==> src/hdl/fast_pwm_timer_16bit_assert.svh <==
// assertion macros shared by the timer rtl
`ifndef FAST_PWM_TIMER_16BIT_ASSERT_SVH
`define FAST_PWM_TIMER_16BIT_ASSERT_SVH

// same-cycle implication on the rising clock edge, off during reset
`define FPWM_ASSERT_NOW(lbl, ante, cons) \
	lbl: assert property (@(posedge clk) disable iff (!arst_n) (ante) |-> (cons)) \
		else $error("fpwm check failed");

// next-cycle implication on the rising clock edge, off during reset
`define FPWM_ASSERT_NEXT(lbl, ante, cons) \
	lbl: assert property (@(posedge clk) disable iff (!arst_n) (ante) |=> (cons)) \
		else $error("fpwm check failed");

`endif

==> src/hdl/fpwm_pkg.sv <==
package fpwm_pkg;

	// input word kinds
	localparam logic [1:0] MODE_TICK = 2'd0;
	localparam logic [1:0] MODE_WR_A = 2'd1;
	localparam logic [1:0] MODE_WR_B = 2'd2;

	// register indexes (byte address / 4)
	localparam logic [2:0] REG_TOP      = 3'd0;
	localparam logic [2:0] REG_CLK_SEL  = 3'd1;
	localparam logic [2:0] REG_OUT_A    = 3'd2;
	localparam logic [2:0] REG_OUT_B    = 3'd3;
	localparam logic [2:0] REG_IRQ_EN   = 3'd4;

	// clock select codes
	localparam logic [2:0] CLK_SEL_MASK = 3'h7;
	localparam logic [2:0] CS_DIV1      = 3'd1;
	localparam logic [2:0] CS_DIV8      = 3'd2;
	localparam logic [2:0] CS_DIV64     = 3'd3;
	localparam logic [2:0] CS_DIV256    = 3'd4;
	localparam logic [2:0] CS_DIV1024   = 3'd5;

	// output mode codes
	localparam logic [1:0] OUT_NONINV   = 2'd2;
	localparam logic [1:0] OUT_INV      = 2'd3;

	// irq enable bits
	localparam int IRQ_OVF_BIT = 0;
	localparam int IRQ_CMPA_BIT = 1;
	localparam int IRQ_CMPB_BIT = 2;

	localparam int PRESC_W = 10;

	// per-step control shared with the channel logic
	typedef struct packed {
		logic fire;
		logic wrap;
	} step_t;

	// terminal prescaler count for a clock select
	function automatic logic [PRESC_W-1:0] fpwm_div_m1(logic [2:0] sel);
		logic [PRESC_W-1:0] r;
		case (sel & CLK_SEL_MASK)
			CS_DIV1:    r = 10'd0;
			CS_DIV8:    r = 10'd7;
			CS_DIV64:   r = 10'd63;
			CS_DIV256:  r = 10'd255;
			CS_DIV1024: r = 10'd1023;
			default:    r = 10'd0;
		endcase
		return r;
	endfunction

	// clock select actually runs the counter
	function automatic logic fpwm_running(logic [2:0] sel);
		logic r;
		case (sel & CLK_SEL_MASK)
			CS_DIV1, CS_DIV8, CS_DIV64, CS_DIV256, CS_DIV1024: r = 1'b1;
			default: r = 1'b0;
		endcase
		return r;
	endfunction

endpackage

==> src/hdl/fpwm_chan.sv <==
module fpwm_chan #(
	parameter int CounterWidth = 16
) (
	input  fpwm_pkg::step_t          step,
	input  logic [1:0]               out_mode,
	input  logic                     level,
	input  logic [CounterWidth-1:0]  cnt_next,
	input  logic [CounterWidth-1:0]  active_next,
	output logic                     match,
	output logic                     level_next
);
	import fpwm_pkg::*;

	logic inv;

	// compare only checked when the counter steps
	assign match = step.fire && (cnt_next == active_next);
	assign inv = (out_mode == OUT_INV);

	// waveform level, match beats wrap, disconnected holds
	always_comb begin
		level_next = level;
		if (out_mode == OUT_NONINV || out_mode == OUT_INV) begin
			if (match) begin
				level_next = inv;
			end else if (step.wrap) begin
				level_next = !inv;
			end
		end
	end

endmodule

==> src/hdl/fast_pwm_timer_16bit.sv <==
// fast pwm timer, two compare channels, settable top
// path: a word accepted into the input stage loads the result register once
// the result register is free, and its result word is taken from there
// throughput: one word per cycle; the result register frees the input stage
// each cycle the downstream side does not stall
// reset: arst_n clears the config registers, valid flags, prescaler, counter, compare buffers and levels
module fast_pwm_timer_16bit #(
	parameter int COUNTER_WIDTH = 16
) (
	input  logic        clk,
	input  logic        arst_n,
	// configuration
	input  logic        psel,
	input  logic        penable,
	input  logic        pwrite,
	input  logic [4:0]  paddr,
	input  logic [31:0] pwdata,
	output logic [31:0] prdata,
	output logic        pready,
	// input channel
	input  logic        in_valid,
	output logic        in_stall,
	input  logic [1:0]  mode,
	input  logic [15:0] value,
	// result channel
	output logic        out_valid,
	input  logic        out_stall,
	output logic [15:0] count,
	output logic        pin_a,
	output logic        pin_a_driven,
	output logic        pin_b,
	output logic        pin_b_driven,
	output logic        irq_overflow,
	output logic        irq_compare_a,
	output logic        irq_compare_b
);
	import fpwm_pkg::*;
	`include "fast_pwm_timer_16bit_assert.svh"

	localparam int CW = COUNTER_WIDTH;

	// config registers
	logic [15:0] top_q;
	logic [2:0]  clk_sel_q;
	logic [1:0]  out_mode_a_q;
	logic [1:0]  out_mode_b_q;
	logic [2:0]  irq_en_q;

	// input stage
	logic        valid_s1;
	logic [1:0]  mode_s1;
	logic [15:0] value_s1;

	// timer state
	logic [PRESC_W-1:0] presc_q;
	logic [CW-1:0] counter_q;
	logic [CW-1:0] buf_a_q;
	logic [CW-1:0] buf_b_q;
	logic [CW-1:0] active_a_q;
	logic [CW-1:0] active_b_q;
	logic          level_a_q;
	logic          level_b_q;

	// step logic
	logic               proc;
	logic               tick;
	logic               at_top;
	step_t              step;
	logic [PRESC_W-1:0] presc_next;
	logic [CW-1:0]      cnt_next;
	logic [CW-1:0]      active_a_next;
	logic [CW-1:0]      active_b_next;
	logic               match_a;
	logic               match_b;
	logic               level_a_next;
	logic               level_b_next;

	logic cfg_wr;

	// apb write and read
	assign pready = 1'b1;
	assign cfg_wr = psel && penable && pwrite && pready;

	always_ff @(posedge clk or negedge arst_n) begin
		if (!arst_n) begin
			top_q        <= '0;
			clk_sel_q    <= '0;
			out_mode_a_q <= '0;
			out_mode_b_q <= '0;
			irq_en_q     <= '0;
		end else if (cfg_wr) begin
			case (paddr[4:2])
				REG_TOP:     top_q        <= pwdata[15:0];
				REG_CLK_SEL: clk_sel_q    <= pwdata[2:0] & CLK_SEL_MASK;
				REG_OUT_A:   out_mode_a_q <= pwdata[1:0];
				REG_OUT_B:   out_mode_b_q <= pwdata[1:0];
				REG_IRQ_EN:  irq_en_q     <= pwdata[2:0];
				default: ;
			endcase
		end
	end

	always_comb begin
		case (paddr[4:2])
			REG_TOP:     prdata = {16'd0, top_q};
			REG_CLK_SEL: prdata = {29'd0, clk_sel_q};
			REG_OUT_A:   prdata = {30'd0, out_mode_a_q};
			REG_OUT_B:   prdata = {30'd0, out_mode_b_q};
			REG_IRQ_EN:  prdata = {29'd0, irq_en_q};
			default:     prdata = 32'd0;
		endcase
	end

	// handshake: stage 1 moves on when the result register is free
	assign proc     = valid_s1 && (!out_valid || !out_stall);
	assign in_stall = valid_s1 && !proc;

	always_ff @(posedge clk or negedge arst_n) begin
		if (!arst_n) begin
			valid_s1 <= 1'b0;
		end else if (in_valid && !in_stall) begin
			valid_s1 <= 1'b1;
		end else if (proc) begin
			valid_s1 <= 1'b0;
		end
	end

	always_ff @(posedge clk) begin
		if (in_valid && !in_stall) begin
			mode_s1  <= mode;
			value_s1 <= value;
		end
	end

	// prescaler and counter step
	always_comb begin
		tick = proc && (mode_s1 == MODE_TICK) && fpwm_running(clk_sel_q);
		step.fire = tick && (presc_q >= fpwm_div_m1(clk_sel_q));
		presc_next = presc_q;
		if (tick) begin
			presc_next = step.fire ? '0 : presc_q + 1'b1;
		end
		at_top = (counter_q == CW'(top_q));
		step.wrap = step.fire && at_top;
		cnt_next = counter_q;
		if (step.fire) begin
			cnt_next = at_top ? '0 : counter_q + 1'b1;
		end
		active_a_next = step.wrap ? buf_a_q : active_a_q;
		active_b_next = step.wrap ? buf_b_q : active_b_q;
	end

	fpwm_chan #(.CounterWidth(CW)) u_chan_a (
		.step        (step),
		.out_mode    (out_mode_a_q),
		.level       (level_a_q),
		.cnt_next    (cnt_next),
		.active_next (active_a_next),
		.match       (match_a),
		.level_next  (level_a_next)
	);

	fpwm_chan #(.CounterWidth(CW)) u_chan_b (
		.step        (step),
		.out_mode    (out_mode_b_q),
		.level       (level_b_q),
		.cnt_next    (cnt_next),
		.active_next (active_b_next),
		.match       (match_b),
		.level_next  (level_b_next)
	);

	// timer state update
	always_ff @(posedge clk or negedge arst_n) begin
		if (!arst_n) begin
			presc_q    <= '0;
			counter_q  <= '0;
			buf_a_q    <= '0;
			buf_b_q    <= '0;
			active_a_q <= '0;
			active_b_q <= '0;
			level_a_q  <= 1'b0;
			level_b_q  <= 1'b0;
		end else if (proc) begin
			presc_q    <= presc_next;
			counter_q  <= cnt_next;
			active_a_q <= active_a_next;
			active_b_q <= active_b_next;
			level_a_q  <= level_a_next;
			level_b_q  <= level_b_next;
			if (mode_s1 == MODE_WR_A) begin
				buf_a_q <= CW'(value_s1);
			end
			if (mode_s1 == MODE_WR_B) begin
				buf_b_q <= CW'(value_s1);
			end
		end
	end

	// result register
	always_ff @(posedge clk or negedge arst_n) begin
		if (!arst_n) begin
			out_valid <= 1'b0;
		end else if (proc) begin
			out_valid <= 1'b1;
		end else if (!out_stall) begin
			out_valid <= 1'b0;
		end
	end

	always_ff @(posedge clk) begin
		if (proc) begin
			count         <= 16'(cnt_next);
			pin_a         <= level_a_next;
			pin_a_driven  <= out_mode_a_q[1];
			pin_b         <= level_b_next;
			pin_b_driven  <= out_mode_b_q[1];
			irq_overflow  <= step.wrap && irq_en_q[IRQ_OVF_BIT];
			irq_compare_a <= match_a && irq_en_q[IRQ_CMPA_BIT];
			irq_compare_b <= match_b && irq_en_q[IRQ_CMPB_BIT];
		end
	end

	// checks
	`FPWM_ASSERT_NEXT(a_hold_no_tick, proc && (mode_s1 != MODE_TICK), $stable(counter_q))
	`FPWM_ASSERT_NOW(a_ovf_zero, out_valid && irq_overflow, count == 16'd0)
	`FPWM_ASSERT_NEXT(a_s1_kept, valid_s1 && out_valid && out_stall, valid_s1)
	`FPWM_ASSERT_NOW(a_wrap_fire, step.wrap, step.fire && tick)

endmodule
==> config.mk <==
export PLATFORM = sky130hd
export DESIGN_NAME = fast_pwm_timer_16bit
export DESIGN_NICKNAME = d
export VERILOG_FILES = /design/src/hdl/fpwm_pkg.sv /design/src/hdl/fpwm_chan.sv /design/src/hdl/fast_pwm_timer_16bit.sv
export VERILOG_INCLUDE_DIRS = /design/src /design/src/hdl
export SDC_FILE = /design/constraint.sdc
export NUM_CORES = 1
export LEC_CHECK = 0
export BUFFER_PORTS_ARGS = -buffer_cell sky130_fd_sc_hd__buf_4
export CAP_MARGIN = 30
export CORE_MARGIN = 10
export CORE_UTILIZATION = 40
export CTS_CLUSTER_DIAMETER = 120
export DETAILED_ROUTE_END_ITERATION = 16
export GPL_TIMING_DRIVEN = 0
export SYNTH_ARGS = -nofsm -noshare
export SYNTH_HDL_FRONTEND = slang
export SYNTH_HIERARCHICAL = 1
export SYNTH_SLANG_ARGS = --single-unit
==> constraint.sdc <==
create_clock -name clk -period 12.7 [get_ports clk]
set_input_delay 0 -clock clk [delete_from_list [all_inputs] [get_ports clk]]
set_output_delay 0 -clock clk [all_outputs]
set_load 0.005 [all_outputs]
# Word-level counts from Yosys, hierarchy flattened
# Index checks and enable logic that the tools add are counted.
# totals
out_inout_bits	58
input_bits	62
elab_cells	100
register_bits	161
# classes
add_sub_neg	2
n_lt_le_gt_ge	1
reduce_logical	35
eq_ne	19
mux	18
# op_table
cell	n
case mux 16 bit (5 select lines)	1
2-to-1 mux 16 bit	4
equality test 16 bit	3
case mux 10 bit (4 select lines)	1
adder 16 x 1 -> 16 bit (second input constant)	1
AND reduction 2 bit	8
logical AND 1 bit	14
equality test 3 x 2 -> 1 bit (second input constant)	4
2-to-1 mux 1 bit	11
adder 10 x 1 -> 10 bit (second input constant)	1
equality test 2 bit (second input constant)	5
>= comparator 10 bit	1
2-to-1 mux 10 bit	1
equality test 3 bit (second input constant)	3
equality test 3 x 1 -> 1 bit (second input constant)	2
zero test 1 bit	6
OR reduction 5 bit	1
zero test 3 bit	1
logical OR 1 bit	3
equality test 2 x 1 -> 1 bit (second input constant)	1
zero test 2 bit	1
inequality test 2 x 1 -> 1 bit (second input constant)	1
nonzero test 2 bit	1

# Depth between registers and ports, before layout
# Gate-level depths: netlist of the first run.
# logic_depth
depth_word	12
depth_mapped	21

# By module
# Netlist of the first run, hierarchy kept.
# by_module_without_submodules
mod	cells_per_inst	instances	area_per_inst_um2	seq_area_each_um2
fast_pwm_timer_16bit	571	1	7586.0	4234.1
fpwm_chan	32	2	224.0	0.0

# Worst setup path before layout of the first run
# No wires, ideal clock.
# synth_timing
path_kind	register to register
from	register clk_sel_q[1]
to	register level_a_q
setup_time_ns	0.066
t_required_ns	12.634
n_path_buf	2
synth_period_minus_slack_ns	4.061
path_stages_with_launch	21
slack_ns	8.639
arrival_ns	3.995
cell_sequence	dfrtp_1 > inv_1 > ha_1 > inv_1 > o21ai_0 > ha_1 > a21oi_1 > a211oi_1 > a2111oi_2 > a21oi_2 > and2_2 > buf_8 > buf_8 > mux2_1 > xor2_1 > nor4_1 > nand4_1 > or3_1 > nand4_1 > nand2_1 > nand2_1
# synth_via
elab_chain_len	11
# synth_lines
element	line_no	source
from (decl)	fast_pwm_timer_16bit.sv:44	logic [2:0] clk_sel_q;
from (signal assigned)	fast_pwm_timer_16bit.sv:94	REG_CLK_SEL: clk_sel_q <= pwdata[2:0] & CLK_SEL_MASK;
branches (longest 4 deep; another with >= comparator 10 bit)	--	
logical AND 1 bit (*)	fast_pwm_timer_16bit.sv:138	step.fire = tick && (presc_q >= fpwm_div_m1(clk_sel_q));
logical AND 1 bit (*)	fast_pwm_timer_16bit.sv:144	step.wrap = step.fire && at_top;
2-to-1 mux 16 bit (*)	fast_pwm_timer_16bit.sv:149	active_a_next = step.wrap ? buf_a_q : active_a_q;
via active_a_next[14]	fast_pwm_timer_16bit.sv:71	logic [CW-1:0] active_a_next;
equality test 16 bit (*)	fpwm_chan.sv:17	assign match = step.fire && (cnt_next == active_next);
logical AND 1 bit (*)	fpwm_chan.sv:17	
2-to-1 mux 1 bit (*)	fpwm_chan.sv:24	if (match) begin
2-to-1 mux 1 bit (*)	fpwm_chan.sv:23	if (out_mode == OUT_NONINV || out_mode == OUT_INV) begin
via level_a_next	fast_pwm_timer_16bit.sv:75	logic level_a_next;
to (signal assigned)	fast_pwm_timer_16bit.sv:189	level_a_q <= level_a_next;
to (decl)	fast_pwm_timer_16bit.sv:61	logic level_a_q;
# Mark *: on every way through the listed nets, which the timed path passes.
# A chain may end at the register's enable or synchronous reset.

# Worst setup path after layout of the first run
# layout_timing
from	register clk_sel_q[1]
to	register level_b_q
# layout_lines
element	line_no	source
branches (longest 4 deep; another with >= comparator 10 bit)	--	
logical AND 1 bit (*)	fast_pwm_timer_16bit.sv:138	
2-to-1 mux 16 bit (*)	fast_pwm_timer_16bit.sv:146	if (step.fire) begin
via cnt_next[8]	fast_pwm_timer_16bit.sv:70	logic [CW-1:0] cnt_next;
equality test 16 bit (*)	fpwm_chan.sv:17	
logical AND 1 bit (*)	fpwm_chan.sv:17	
2-to-1 mux 1 bit (*)	fpwm_chan.sv:24	
2-to-1 mux 1 bit (*)	fpwm_chan.sv:23	
via level_b_next	fast_pwm_timer_16bit.sv:76	logic level_b_next;
to (signal assigned)	fast_pwm_timer_16bit.sv:190	level_b_q <= level_b_next;
to (decl)	fast_pwm_timer_16bit.sv:62	logic level_b_q;
# Marks and branches as above.

==> flow_metrics.py, run 1 <==
metrics = {
    "run_status": {
        "outcome": "finished clean",
    },
    "logic_synthesis": {
        "synth.avg_cell_area_um2": 12.7,
        "synth_edf_count": 41,
        "yosysSeqAreaShare_pct": 52.7,
        "synth_ff_type": "dfrtp_1",
        "ys_async_sr_fraction_pct": 74.5,
        "syn_inst": 635,
        "yosysWarnings": 6,
        "ys_seq_elements": 161,
        "synthDistinctLibCells": 48,
        "syn-cell-area_um2": 8030,
    },
    "clock_tree": {
        "cts_tree": "done",
        "postCtsSetupBuffers": 0,
        "cts_num_sinks": 161,
        "clk_path_buf_depth": 2,
        "cts_root_buf": "clkbuf_16",
        "htreeDepth": 4,
        "cts_made_buffers": 17,
        "clk_pin_slew_ps": 70,
        "ctsHoldBuffers": 40,
        "cts_resized": 0,
        "clkLatencyLatePin_ps": 430,
    },
    "power_and_ir_drop": {
        "peakVddDrop_mv": 0.0990,
        "power.internal_mw": 1.07,
        "swShare_pct": 29.4,
        "power.net_switching_mw": 0.443,
        "p_leak_nw": 4.65,
        "power_density_nw_per_um2": 149,
        "pwr-share-seq_pct": 45.3,
        "combPwrFrac_pct": 21.0,
        "pwr-share-clk_pct": 33.8,
    },
    "worst_setup_path": {
        "reg2reg_slack_ps": 7590,
        "critPathArrivalTime_ps": 5480,
        "setup.worst_path.start": "clk_sel_q[1]",
        "endpoint_kind": "register",
        "critPathKind": "reg -> reg",
        "worst_ep_required_time_ps": 13070,
        "r2r-start": "clk_sel_q[1]",
        "start_kind": "register",
        "cp_max_fo": 10,
    },
    "global_route": {
        "grt_util_all_layers_pct": 14.7,
        "grt-ovfl-total": 0,
        "antenna_found_initial": 0,
        "grt_max_degree": 71,
        "grt_pass1_wl_mm": 30.8,
        "grt_pass1_vias": 5756,
    },
    "detailed_routing": {
        "wl_per_cell_um": 17.6,
        "num_vias": 5351,
        "ant_nets": 0,
        "wl_mm": 18.9,
        "drt-pass1-iter-count": 5,
        "via_per_inst": 4.98,
        "route.detailed.drc": 0,
        "drtIter0Drc": 236,
    },
    "final_layout": {
        "diodes": 0,
        "layout_common_cells": "dfrtp_1, buf_4, mux2_1",
        "num-nets-final": 871,
        "area_delta_synth_final_pct": 25.8,
        "final_common_cell": "dfrtp_1",
        "drive_above_1_share_pct": 27.3,
        "fillers": 1690,
    },
    "min_path": {
        "hold_path.class": "in -> reg",
        "hold_path_startpoint": "paddr[2]",
    },
    "floorplanning": {
        "chipHeight_um": 162,
        "die_w_um": 162,
        "die_area_um2": 26200,
        "coreArea_um2": 19600,
        "fp-row-count": 51,
        "initial_core_util_pct": 41.0,
        "ios": 120,
    },
    "place": {
        "io_buffers": 84,
        "place_hpwl_mm": 14.1,
        "gp_congestion": 0.823,
    },
    "timing": {
        "setup_viol": 0,
        "timing.fmax_mhz": 196,
        "hold_viol": 0,
        "fin_crit_ps": 5110,
        "skew_ps": 9.05,
        "grt_setup_unrepaired": "no",
        "holdWs_ps": 22.3,
        "slew_headroom_pct": 39.5,
        "min_period_over_period_pct": 40.2,
        "setup-tns-final_ps": 0,
        "worst_pin_slew_ps": 908,
        "finalMaxSlewViolations": 0,
    },
    "flow_run": {
        "maxCapViolCount": 0,
    },
}
==> cells in the mapped netlist, types with 5 or more instances <==
library cell	number	area (um2)
and2_1	18	113
mux2_1	64	721
buf_4	18	135
or3_1	5	31.3
nand2b_1	8	50.1
xnor2_1	30	263
nor4_1	7	43.8
nor3_1	6	30.0
a2111oi_2	7	105
nor2_1	39	146
mux2i_1	5	50.1
buf_8	7	105
o31ai_1	5	37.5
o21ai_0	15	75.1
ha_1	13	163
nand2_1	30	113
o21ai_1	6	30.0
clkbuf_1	9	33.8
o2bb2ai_1	7	61.3
nand3_1	12	60.1
dfrtp_1	120	3000
inv_1	11	41.3
mux2_2	57	642
and3_1	6	37.5
edfxtp_1	41	1230
nor2b_1	5	31.3
nand4_1	12	75.1
xor2_1	31	272
==> final cells by class <==
class,instances,area (um2),share of cell area (%)
flip-flops and latches,161,4230,41.9
inverters,11,41.3,0.409
clock inverters,14,159,1.57
clock buffers,18,429,4.25
plain buffers,41,327,3.23
repair buffers,127,1090,10.8
multi-input cells,437,3490,34.5
well taps,265,332,3.28
==> metrics by stage <==
| stage | instance area, um2 | worst slack, ps | total power [mW] | util, % | std cells |
|---|---|---|---|---|---|
| finish | 10100 | 7590 | 1.51 | 51.6 | 1074 |
| global route | 10100 | 7190 | 1.59 | 51.6 | 1074 |
| CTS | 10100 | 7580 | 1.53 | 51.6 | 1073 |
| detailed placement | 9110 | 7600 | 1.00 | 46.5 | 1001 |
| global placement | 9050 | 7670 | 0.984 | 46.2 | 999 |
| floorplan | 8090 | 8640 | 0.878 | - | 650 |
==> registers in the layout, indices dropped and copies added, names as in the netlist, 2 cells and up <==
register and flops:
buf_a_q 16, out_mode_a_q 2, counter_q 16, mode_s1 2
active_b_q 16, top_q 16, count 16, clk_sel_q 3
irq_en_q 3, buf_b_q 16, value_s1 16, presc_q 10
active_a_q 16, out_mode_b_q 2
==> power by group through the flow <==
| stage | clock network [mW] | logic (mW) | registers (mW) |
|---|---|---|---|
| after global routing | 0.542 | 0.354 | 0.695 |
| after global placement | 0 | 0.296 | 0.687 |
| after detailed placement | 0 | 0.309 | 0.693 |
| after floorplan | 0 | 0.206 | 0.671 |
| final | 0.509 | 0.316 | 0.683 |
| after CTS | 0.521 | 0.321 | 0.683 |
==> logic make-up after synthesis <==
kind of cell,after synthesis,synth area share [%]
compound gates,61,5.93
buf+inv,52,4.58
xor+xnor,61,6.65
other cells,2,0.0935
flops,161,52.7
mux,126,17.6
fa+ha+maj,13,2.02
simple gates,159,10.4
==> layer usage <==
layer,up-vias,global-route usage [%],part of all wire [%]
met3,12,4.04,5.0
li1,2563,-,-
met1,2653,18.4,44
met5,-,0,0
met4,0,3.06,0.96
met2,123,24.9,50
==> worst paths after layout <==
kind	endpoint	depth (start not counted)
min in group asynchronous	buf_b_q[3]	2
worst max-delay path	level_b_q	21
worst min-delay path	out_mode_b_q[0]	3
worst max register to register	level_b_q	21
worst min register to register	active_b_q[1]	1
max in group asynchronous	top_q[5]	3
==> critical path: stages (launching register included) <==
cell and delay (ps):
dfrtp_1 440, inv_1 100, ha_1 350, inv_1 100
o21ai_0 170, ha_1 360, a21oi_1 150, a211oi_1 110
a2111oi_2 520, a21oi_2 120, and2_2 200, buf_8 150
buf_6 140, buf_6 130, nor2_1 350, xor2_1 120
nor4_1 360, nand4_1 410, or3_1 500, nand4_1 120
nand2_1 60, nand2_1 50
No activity file was read; power rests on OpenSTA's default activity.
==> inputs of run 2 (changes only) <==
ABC_AREA = 1   (was not set)
clock period = 4.4 ns   (was 12.7 ns; I/O delays follow)
==> run 2 against run 1 <==
  * Worst setup slack worse by 7200 ps
  * Synthesized cell count rose by 60%
  * First-iteration DRC count increased by 110%
  * Via count increased by 29%
  * Global-route usage is 1.2 points higher
  * Register-to-register slack got worse by 7200 ps
  * Critical path depth is 2 higher
  * Utilization down 1.1 points
  * Critical path type unchanged
  * Highest routed layer unchanged
==> flow_metrics.py, run 2 <==
metrics = {
    "floorplanning": {
        "die_w_um": 166,
        "chipHeight_um": 166,
        "ios": 120,
        "initial_core_util_pct": 40.6,
        "die_area_um2": 27500,
        "coreArea_um2": 21000,
        "fp-row-count": 53,
    },
    "final_layout": {
        "postLayoutCellArea_um2": 10600,
        "fin_cells": 1466,
        "diodes": 0,
        "drive_above_1_share_pct": 18.8,
        "regArea_um2": 4230,
        "layout_common_cells": "nand2_1, inv_1, dfrtp_1",
        "area_delta_synth_final_pct": 24.3,
        "final_common_cell": "nand2_1",
        "num-nets-final": 1253,
        "multi_input_area_um2": 3600,
        "fillers": 2017,
        "utilization_pct": 50.5,
    },
    "logic_synthesis": {
        "synth_ff_type": "dfrtp_1",
        "yosysMostFrequentCell": "nand2_1",
        "synth.area.top_cells": "dfrtp_1, nand2_1, edfxtp_1",
        "synth.avg_cell_area_um2": 8.36,
        "synth.top_cell.area_share_pct": 35.3,
        "synthDistinctLibCells": 35,
        "ys_async_sr_fraction_pct": 74.5,
        "yosysSeqAreaShare_pct": 49.7,
        "ys_seq_elements": 161,
        "yosysWarnings": 6,
        "syn_inst": 1018,
        "yosysTopAreaCell": "dfrtp_1",
        "synth_commonest_cells": "nand2_1, dfrtp_1, inv_1, nor2_1, nand3_1",
        "synth_edf_count": 41,
        "syn-cell-area_um2": 8510,
    },
    "power_and_ir_drop": {
        "peakVddDrop_mv": 0.179,
        "power.internal_mw": 2.87,
        "power.net_switching_mw": 1.25,
        "combPwrFrac_pct": 18.1,
        "pwr-share-clk_pct": 35.0,
        "pwr-share-seq_pct": 46.9,
        "power_density_nw_per_um2": 389,
        "swShare_pct": 30.4,
        "power_mw": 4.12,
        "p_leak_nw": 5.46,
    },
    "global_route": {
        "grt_pass1_vias": 6758,
        "grt-ovfl-total": 0,
        "antenna_found_initial": 0,
        "grt_util_all_layers_pct": 15.8,
        "grt_pass1_wl_mm": 35.6,
        "grt_max_degree": 89,
    },
    "worst_setup_path": {
        "r2r_end": "irq_compare_a",
        "worstPathBufferInverterCount": 6,
        "critPathKind": "reg -> reg",
        "path_common_cell": "nand2_1",
        "ff2ff_path_depth": 23,
        "crit_slowest_cell": "dfrtp_1",
        "reg2reg_slack_ps": 380,
        "start_kind": "register",
        "r2r-start": "clk_sel_q[2]",
        "crit_cells": 23,
        "cp_top_family": "simple AND/OR/NAND/NOR gates",
        "setup.worst_path.start": "clk_sel_q[2]",
        "crit_chain": "ha_1 > inv_1 > o21ai_0 > ha_1 > nand2_1 > inv_1 > nand2_1 > nand2_1 > nand2_1 > nand3_1 > nand2_4 > inv_4 > buf_4 > nand3_1 > nand2_1 > inv_1 > nand2_1 > nand2_1 > nor4_2 > nand4_1 > nor2_1 > nand2_1 > inv_1",
        "endpoint_kind": "register",
        "max_stage_delay_ps": 470,
        "critPathArrivalTime_ps": 4320,
        "worst_ep_required_time_ps": 4700,
        "cp_max_fo": 13,
    },
    "detailed_routing": {
        "ant_nets": 0,
        "drtIter0Drc": 493,
        "num_vias": 6894,
        "drt-pass1-iter-count": 5,
        "wl_per_cell_um": 14.9,
        "wl_mm": 21.9,
        "via_per_inst": 4.70,
        "route.detailed.drc": 0,
    },
    "place": {
        "place_hpwl_mm": 16.6,
        "gp_congestion": 0.903,
        "dp_cells": 1394,
        "place_ws_ps": 133,
        "io_buffers": 84,
        "placed_cell_area_um2": 9600,
    },
    "timing": {
        "grt_setup_unrepaired": "no",
        "worst_pin_slew_ps": 687,
        "finalMaxSlewViolations": 0,
        "setup_viol": 0,
        "hold_viol": 0,
        "fin_crit_ps": 4020,
        "slew_headroom_pct": 54.1,
        "min_period_over_period_pct": 91.3,
        "setup-tns-final_ps": 0,
        "timing.fmax_mhz": 249,
        "setup_slack_ps": 381,
        "holdWs_ps": 26.4,
        "skew_ps": 16.0,
    },
    "flow_run": {
        "maxCapViolCount": 0,
    },
    "run_status": {
        "outcome": "finished clean",
    },
    "clock_tree": {
        "cts_made_buffers": 17,
        "clkLatencyLatePin_ps": 440,
        "htreeDepth": 4,
        "cts_root_buf": "clkbuf_16",
        "clk_pin_slew_ps": 70,
        "cts_num_sinks": 161,
        "postCtsSetupBuffers": 0,
        "cts_tree": "done",
        "clk_path_buf_depth": 2,
    },
    "min_path": {
        "hold_path.class": "in -> async",
    },
}
==> run 2: changes by cell type after synthesis, sizes merged, moves of 8 or more <==
cell,previous run,this run
nand2,30,367
inv,11,125
mux2,121,34
nand3,12,65
nor2,39,75
and2,19,2
xor2,31,15
nand4,12,24
xnor2,30,18
o21ai,21,32
nand3b,4,13
nand2b,8,0
nor3,6,14
==> run 2: how the worst max path moves through the flow <==
stage	endpoint	slack (ps)
final	irq_compare_a	380
after CTS	irq_compare_b	100
after global routing	irq_compare_b	20
after global placement	irq_compare_b	140
after floorplan	pin_b	1270
after detailed placement	irq_compare_b	130
==> run 2: cells by family (layout without fill, tap and decap cells) <==
family | count (synthesis) | after routing | share of synthesized area (%)
compound gates | 46 | 46 | 2.94
simple gates | 566 | 566 | 28.7
buf+inv | 163 | 321 | 8.74
xor+xnor | 33 | 33 | 3.39
fa+ha+maj | 13 | 13 | 1.91
other cells | 2 | 17 | 0.0882
flops | 161 | 161 | 49.7
mux | 34 | 34 | 4.50
==> run 2: cell type report <==
cell class	instances	area share, %
Buffer	38	2.57
Clock buffer	17	4.02
Inverter	125	4.48
Clock inverter	15	1.32
Tap cell	275	3.25
Multi-Input combinational cell	709	34.1
Timing Repair Buffer	126	10.3
Sequential cell	161	40.0
==> run 2: routing by layer <==
layer  global-route usage (%)  vias to the layer above  share of wire (%)
met4                     5.08                        0                1.8
met3                     3.53                       29                4.8
met1                     20.5                     3162                 47
met2                     25.7                      169                 46
met5                        0                        -                  0
li1                         -                     3534                  -
==> run 2: worst reg2reg max path, stage by stage (launching register included) <==
cell and delay [ps]:
dfrtp_1 470, ha_1 360, inv_1 100, o21ai_0 200, ha_1 370, nand2_1 80, inv_1 50, nand2_1 40
nand2_1 50, nand2_1 40, nand3_1 160, nand2_4 120, inv_4 130, buf_4 240, nand3_1 120, nand2_1 220
inv_1 70, nand2_1 80, nand2_1 60, nor4_2 350, nand4_1 160, nor2_1 270, nand2_1 90, inv_1 50
==> run 2: power groups by stage <==
stage               combinational, mW  sequential, mW  clock, mW
finish                          0.747            1.93       1.44
global route                    0.862            1.97       1.53
CTS                             0.757            1.93       1.47
detailed placement              0.723            1.96          0
global placement                0.696            1.96          0
floorplan                       0.490            1.90          0
==> run 2: timing repair <==
item / 4_1_cts / 5_1_grt
gates resized for setup: 0 / 4
endpoints found under the hold margin: 166 / 0
endpoints found under the setup margin: 0 / 2
hold buffers: 40 / 0
==> inputs of run 3 (changes only) <==
RECOVER_POWER = 100   (was not set)
==> run 3 against run 2 <==
  * The run now ends with max-capacitance violations, max-slew violations left
  * First-iteration DRC count decreased by 0.81%
  * Worst setup slack worse by 14 ps
  * Highest routed layer unchanged
  * Critical endpoint is now irq_compare_b
  * Clock-buffer cell count did not move
  * Design area shrank 0.96%
  * Global-route usage did not move
  * Total power fell by 0.57%
  * Clock power barely moved
  * Die area unchanged
==> flow_metrics.py, run 3 (same netlist as run 2, synthesis figures left out) <==
metrics = {
    "floorplanning": {
        "initial_core_util_pct": 40.6,
        "fp-row-count": 53,
        "chipHeight_um": 166,
        "coreArea_um2": 21000,
        "die_w_um": 166,
        "ios": 120,
        "die_area_um2": 27500,
    },
    "worst_setup_path": {
        "cp_max_fo": 10,
        "start_kind": "register",
        "ff2ff_path_depth": 23,
        "endpoint_kind": "register",
        "critPathArrivalTime_ps": 4340,
        "critPathKind": "reg -> reg",
        "worst_ep_required_time_ps": 4710,
    },
    "timing": {
        "skew_ps": 17.0,
        "min_period_over_period_pct": 91.7,
        "timing.fmax_mhz": 248,
        "setup_viol": 0,
        "grt_setup_unrepaired": "no",
        "hold_viol": 0,
        "finalMaxSlewViolations": 33,
        "fin_crit_ps": 4030,
        "worst_pin_slew_ps": 2030,
        "setup-tns-final_ps": 0,
        "slew_headroom_pct": -35.4,
    },
    "clock_tree": {
        "clk_path_buf_depth": 2,
        "cts_tree": "done",
        "htreeDepth": 4,
        "clk_pin_slew_ps": 70,
        "clkLatencyLatePin_ps": 440,
        "cts_root_buf": "clkbuf_16",
        "cts_made_buffers": 17,
        "cts_num_sinks": 161,
    },
    "final_layout": {
        "final_common_cell": "nand2_1",
        "fillers": 2043,
        "num-nets-final": 1253,
        "drive_above_1_share_pct": 16.8,
        "utilization_pct": 50.0,
        "diodes": 0,
        "layout_common_cells": "nand2_1, inv_1, dfrtp_1",
        "area_delta_synth_final_pct": 23.1,
        "postLayoutCellArea_um2": 10500,
    },
    "power_and_ir_drop": {
        "p_leak_nw": 5.37,
        "power_density_nw_per_um2": 391,
        "power_mw": 4.10,
        "peakVddDrop_mv": 0.179,
    },
    "global_route": {
        "grt_pass1_wl_mm": 35.6,
        "grt-ovfl-total": 0,
        "grt_max_degree": 89,
        "grt_util_all_layers_pct": 15.8,
        "grt_pass1_vias": 6758,
        "antenna_found_initial": 0,
    },
    "detailed_routing": {
        "ant_nets": 0,
        "num_vias": 6894,
        "drt-pass1-iter-count": 7,
        "via_per_inst": 4.70,
        "route.detailed.drc": 0,
        "wl_per_cell_um": 14.9,
        "drtIter0Drc": 489,
        "wl_mm": 21.8,
    },
    "place": {
        "placed_cell_area_um2": 9600,
        "gp_congestion": 0.903,
        "io_buffers": 84,
        "place_hpwl_mm": 16.6,
    },
    "run_status": {
        "violations": "max-capacitance violations, max-slew violations",
        "outcome": "finished, violations left",
    },
    "min_path": {
        "hold_path.class": "in -> reg",
        "min_path_cells": 4,
    },
    "flow_run": {
        "maxCapViolCount": 1,
    },
}
-- run 3: critical path, cell delays in order (launching register included) --
cell and delay (ps):
dfrtp_1 470, ha_1 350, inv_1 100, o21ai_0 200
ha_1 370, nand2_1 80, inv_1 50, nand2_1 40
nand2_1 50, nand2_1 40, nand3_1 160, nand2_4 120
inv_4 130, buf_4 200, nand3b_1 120, nand2_1 240
inv_1 70, nand2_1 110, nand2_1 80, nor4_2 310
nand4_1 120, nor2_1 310, nand2_1 110, inv_1 60
-- run 3: path summary, 6_finish.rpt --
kind	startpoint	endpoint	slack, ps
min in group asynchronous	arst_n	clk_sel_q[2]	690
max in group asynchronous	arst_n	buf_a_q[12]	2450
max	clk_sel_q[2]	irq_compare_b	370
min reg2reg	active_a_q[1]	active_a_q[1]	460
max reg2reg	clk_sel_q[2]	irq_compare_b	370
min	paddr[3]	clk_sel_q[1]	40
-- run 3: stage by stage --
step	worst slack [ps]	instances	hold WS [ps]
after floorplan	1270	1033	-296
after detailed placement	133	1394	-81.4
final	367	1466	44.9
after global routing	24.7	1466	91.1
after CTS	101	1466	21.9
after global placement	140	1392	178
-- run 3: cell type report --
type,instances,area (um2),area share [%]
Sequential cell,161,4230,40.4
Timing Repair Buffer,126,1020,9.70
Tap cell,275,344,3.28
Multi-Input combinational cell,709,3580,34.2
Clock inverter,15,140,1.34
Buffer,38,265,2.53
Inverter,125,474,4.52
Clock buffer,17,425,4.06
-- run 3: report_power, final --
part	total [mW]	internal [mW]	leakage (nW)	switching (mW)
Combinational	0.728	0.338	3.14	0.390
Sequential	1.93	1.76	1.95	0.168
Clock	1.44	0.750	0.279	0.687
Total	4.10	2.85	5.37	1.25
-- run 3: repair_timing --
item / in CTS / in global routing
hold buffers: 40 / 0
setup buffers: 0 / 0
endpoints found under the setup margin: 0 / 2
resized for setup: 0 / 4
hold endpoints to repair: 166 / 0
-- run 3: routing by layer --
layer	vias to the layer above	share of wire, %	global-route usage, %
met5	-	0	0
met4	0	1.7	5.08
met3	27	4.3	3.53
met2	149	47	25.7
met1	3185	47	20.5
li1	3533	-	-
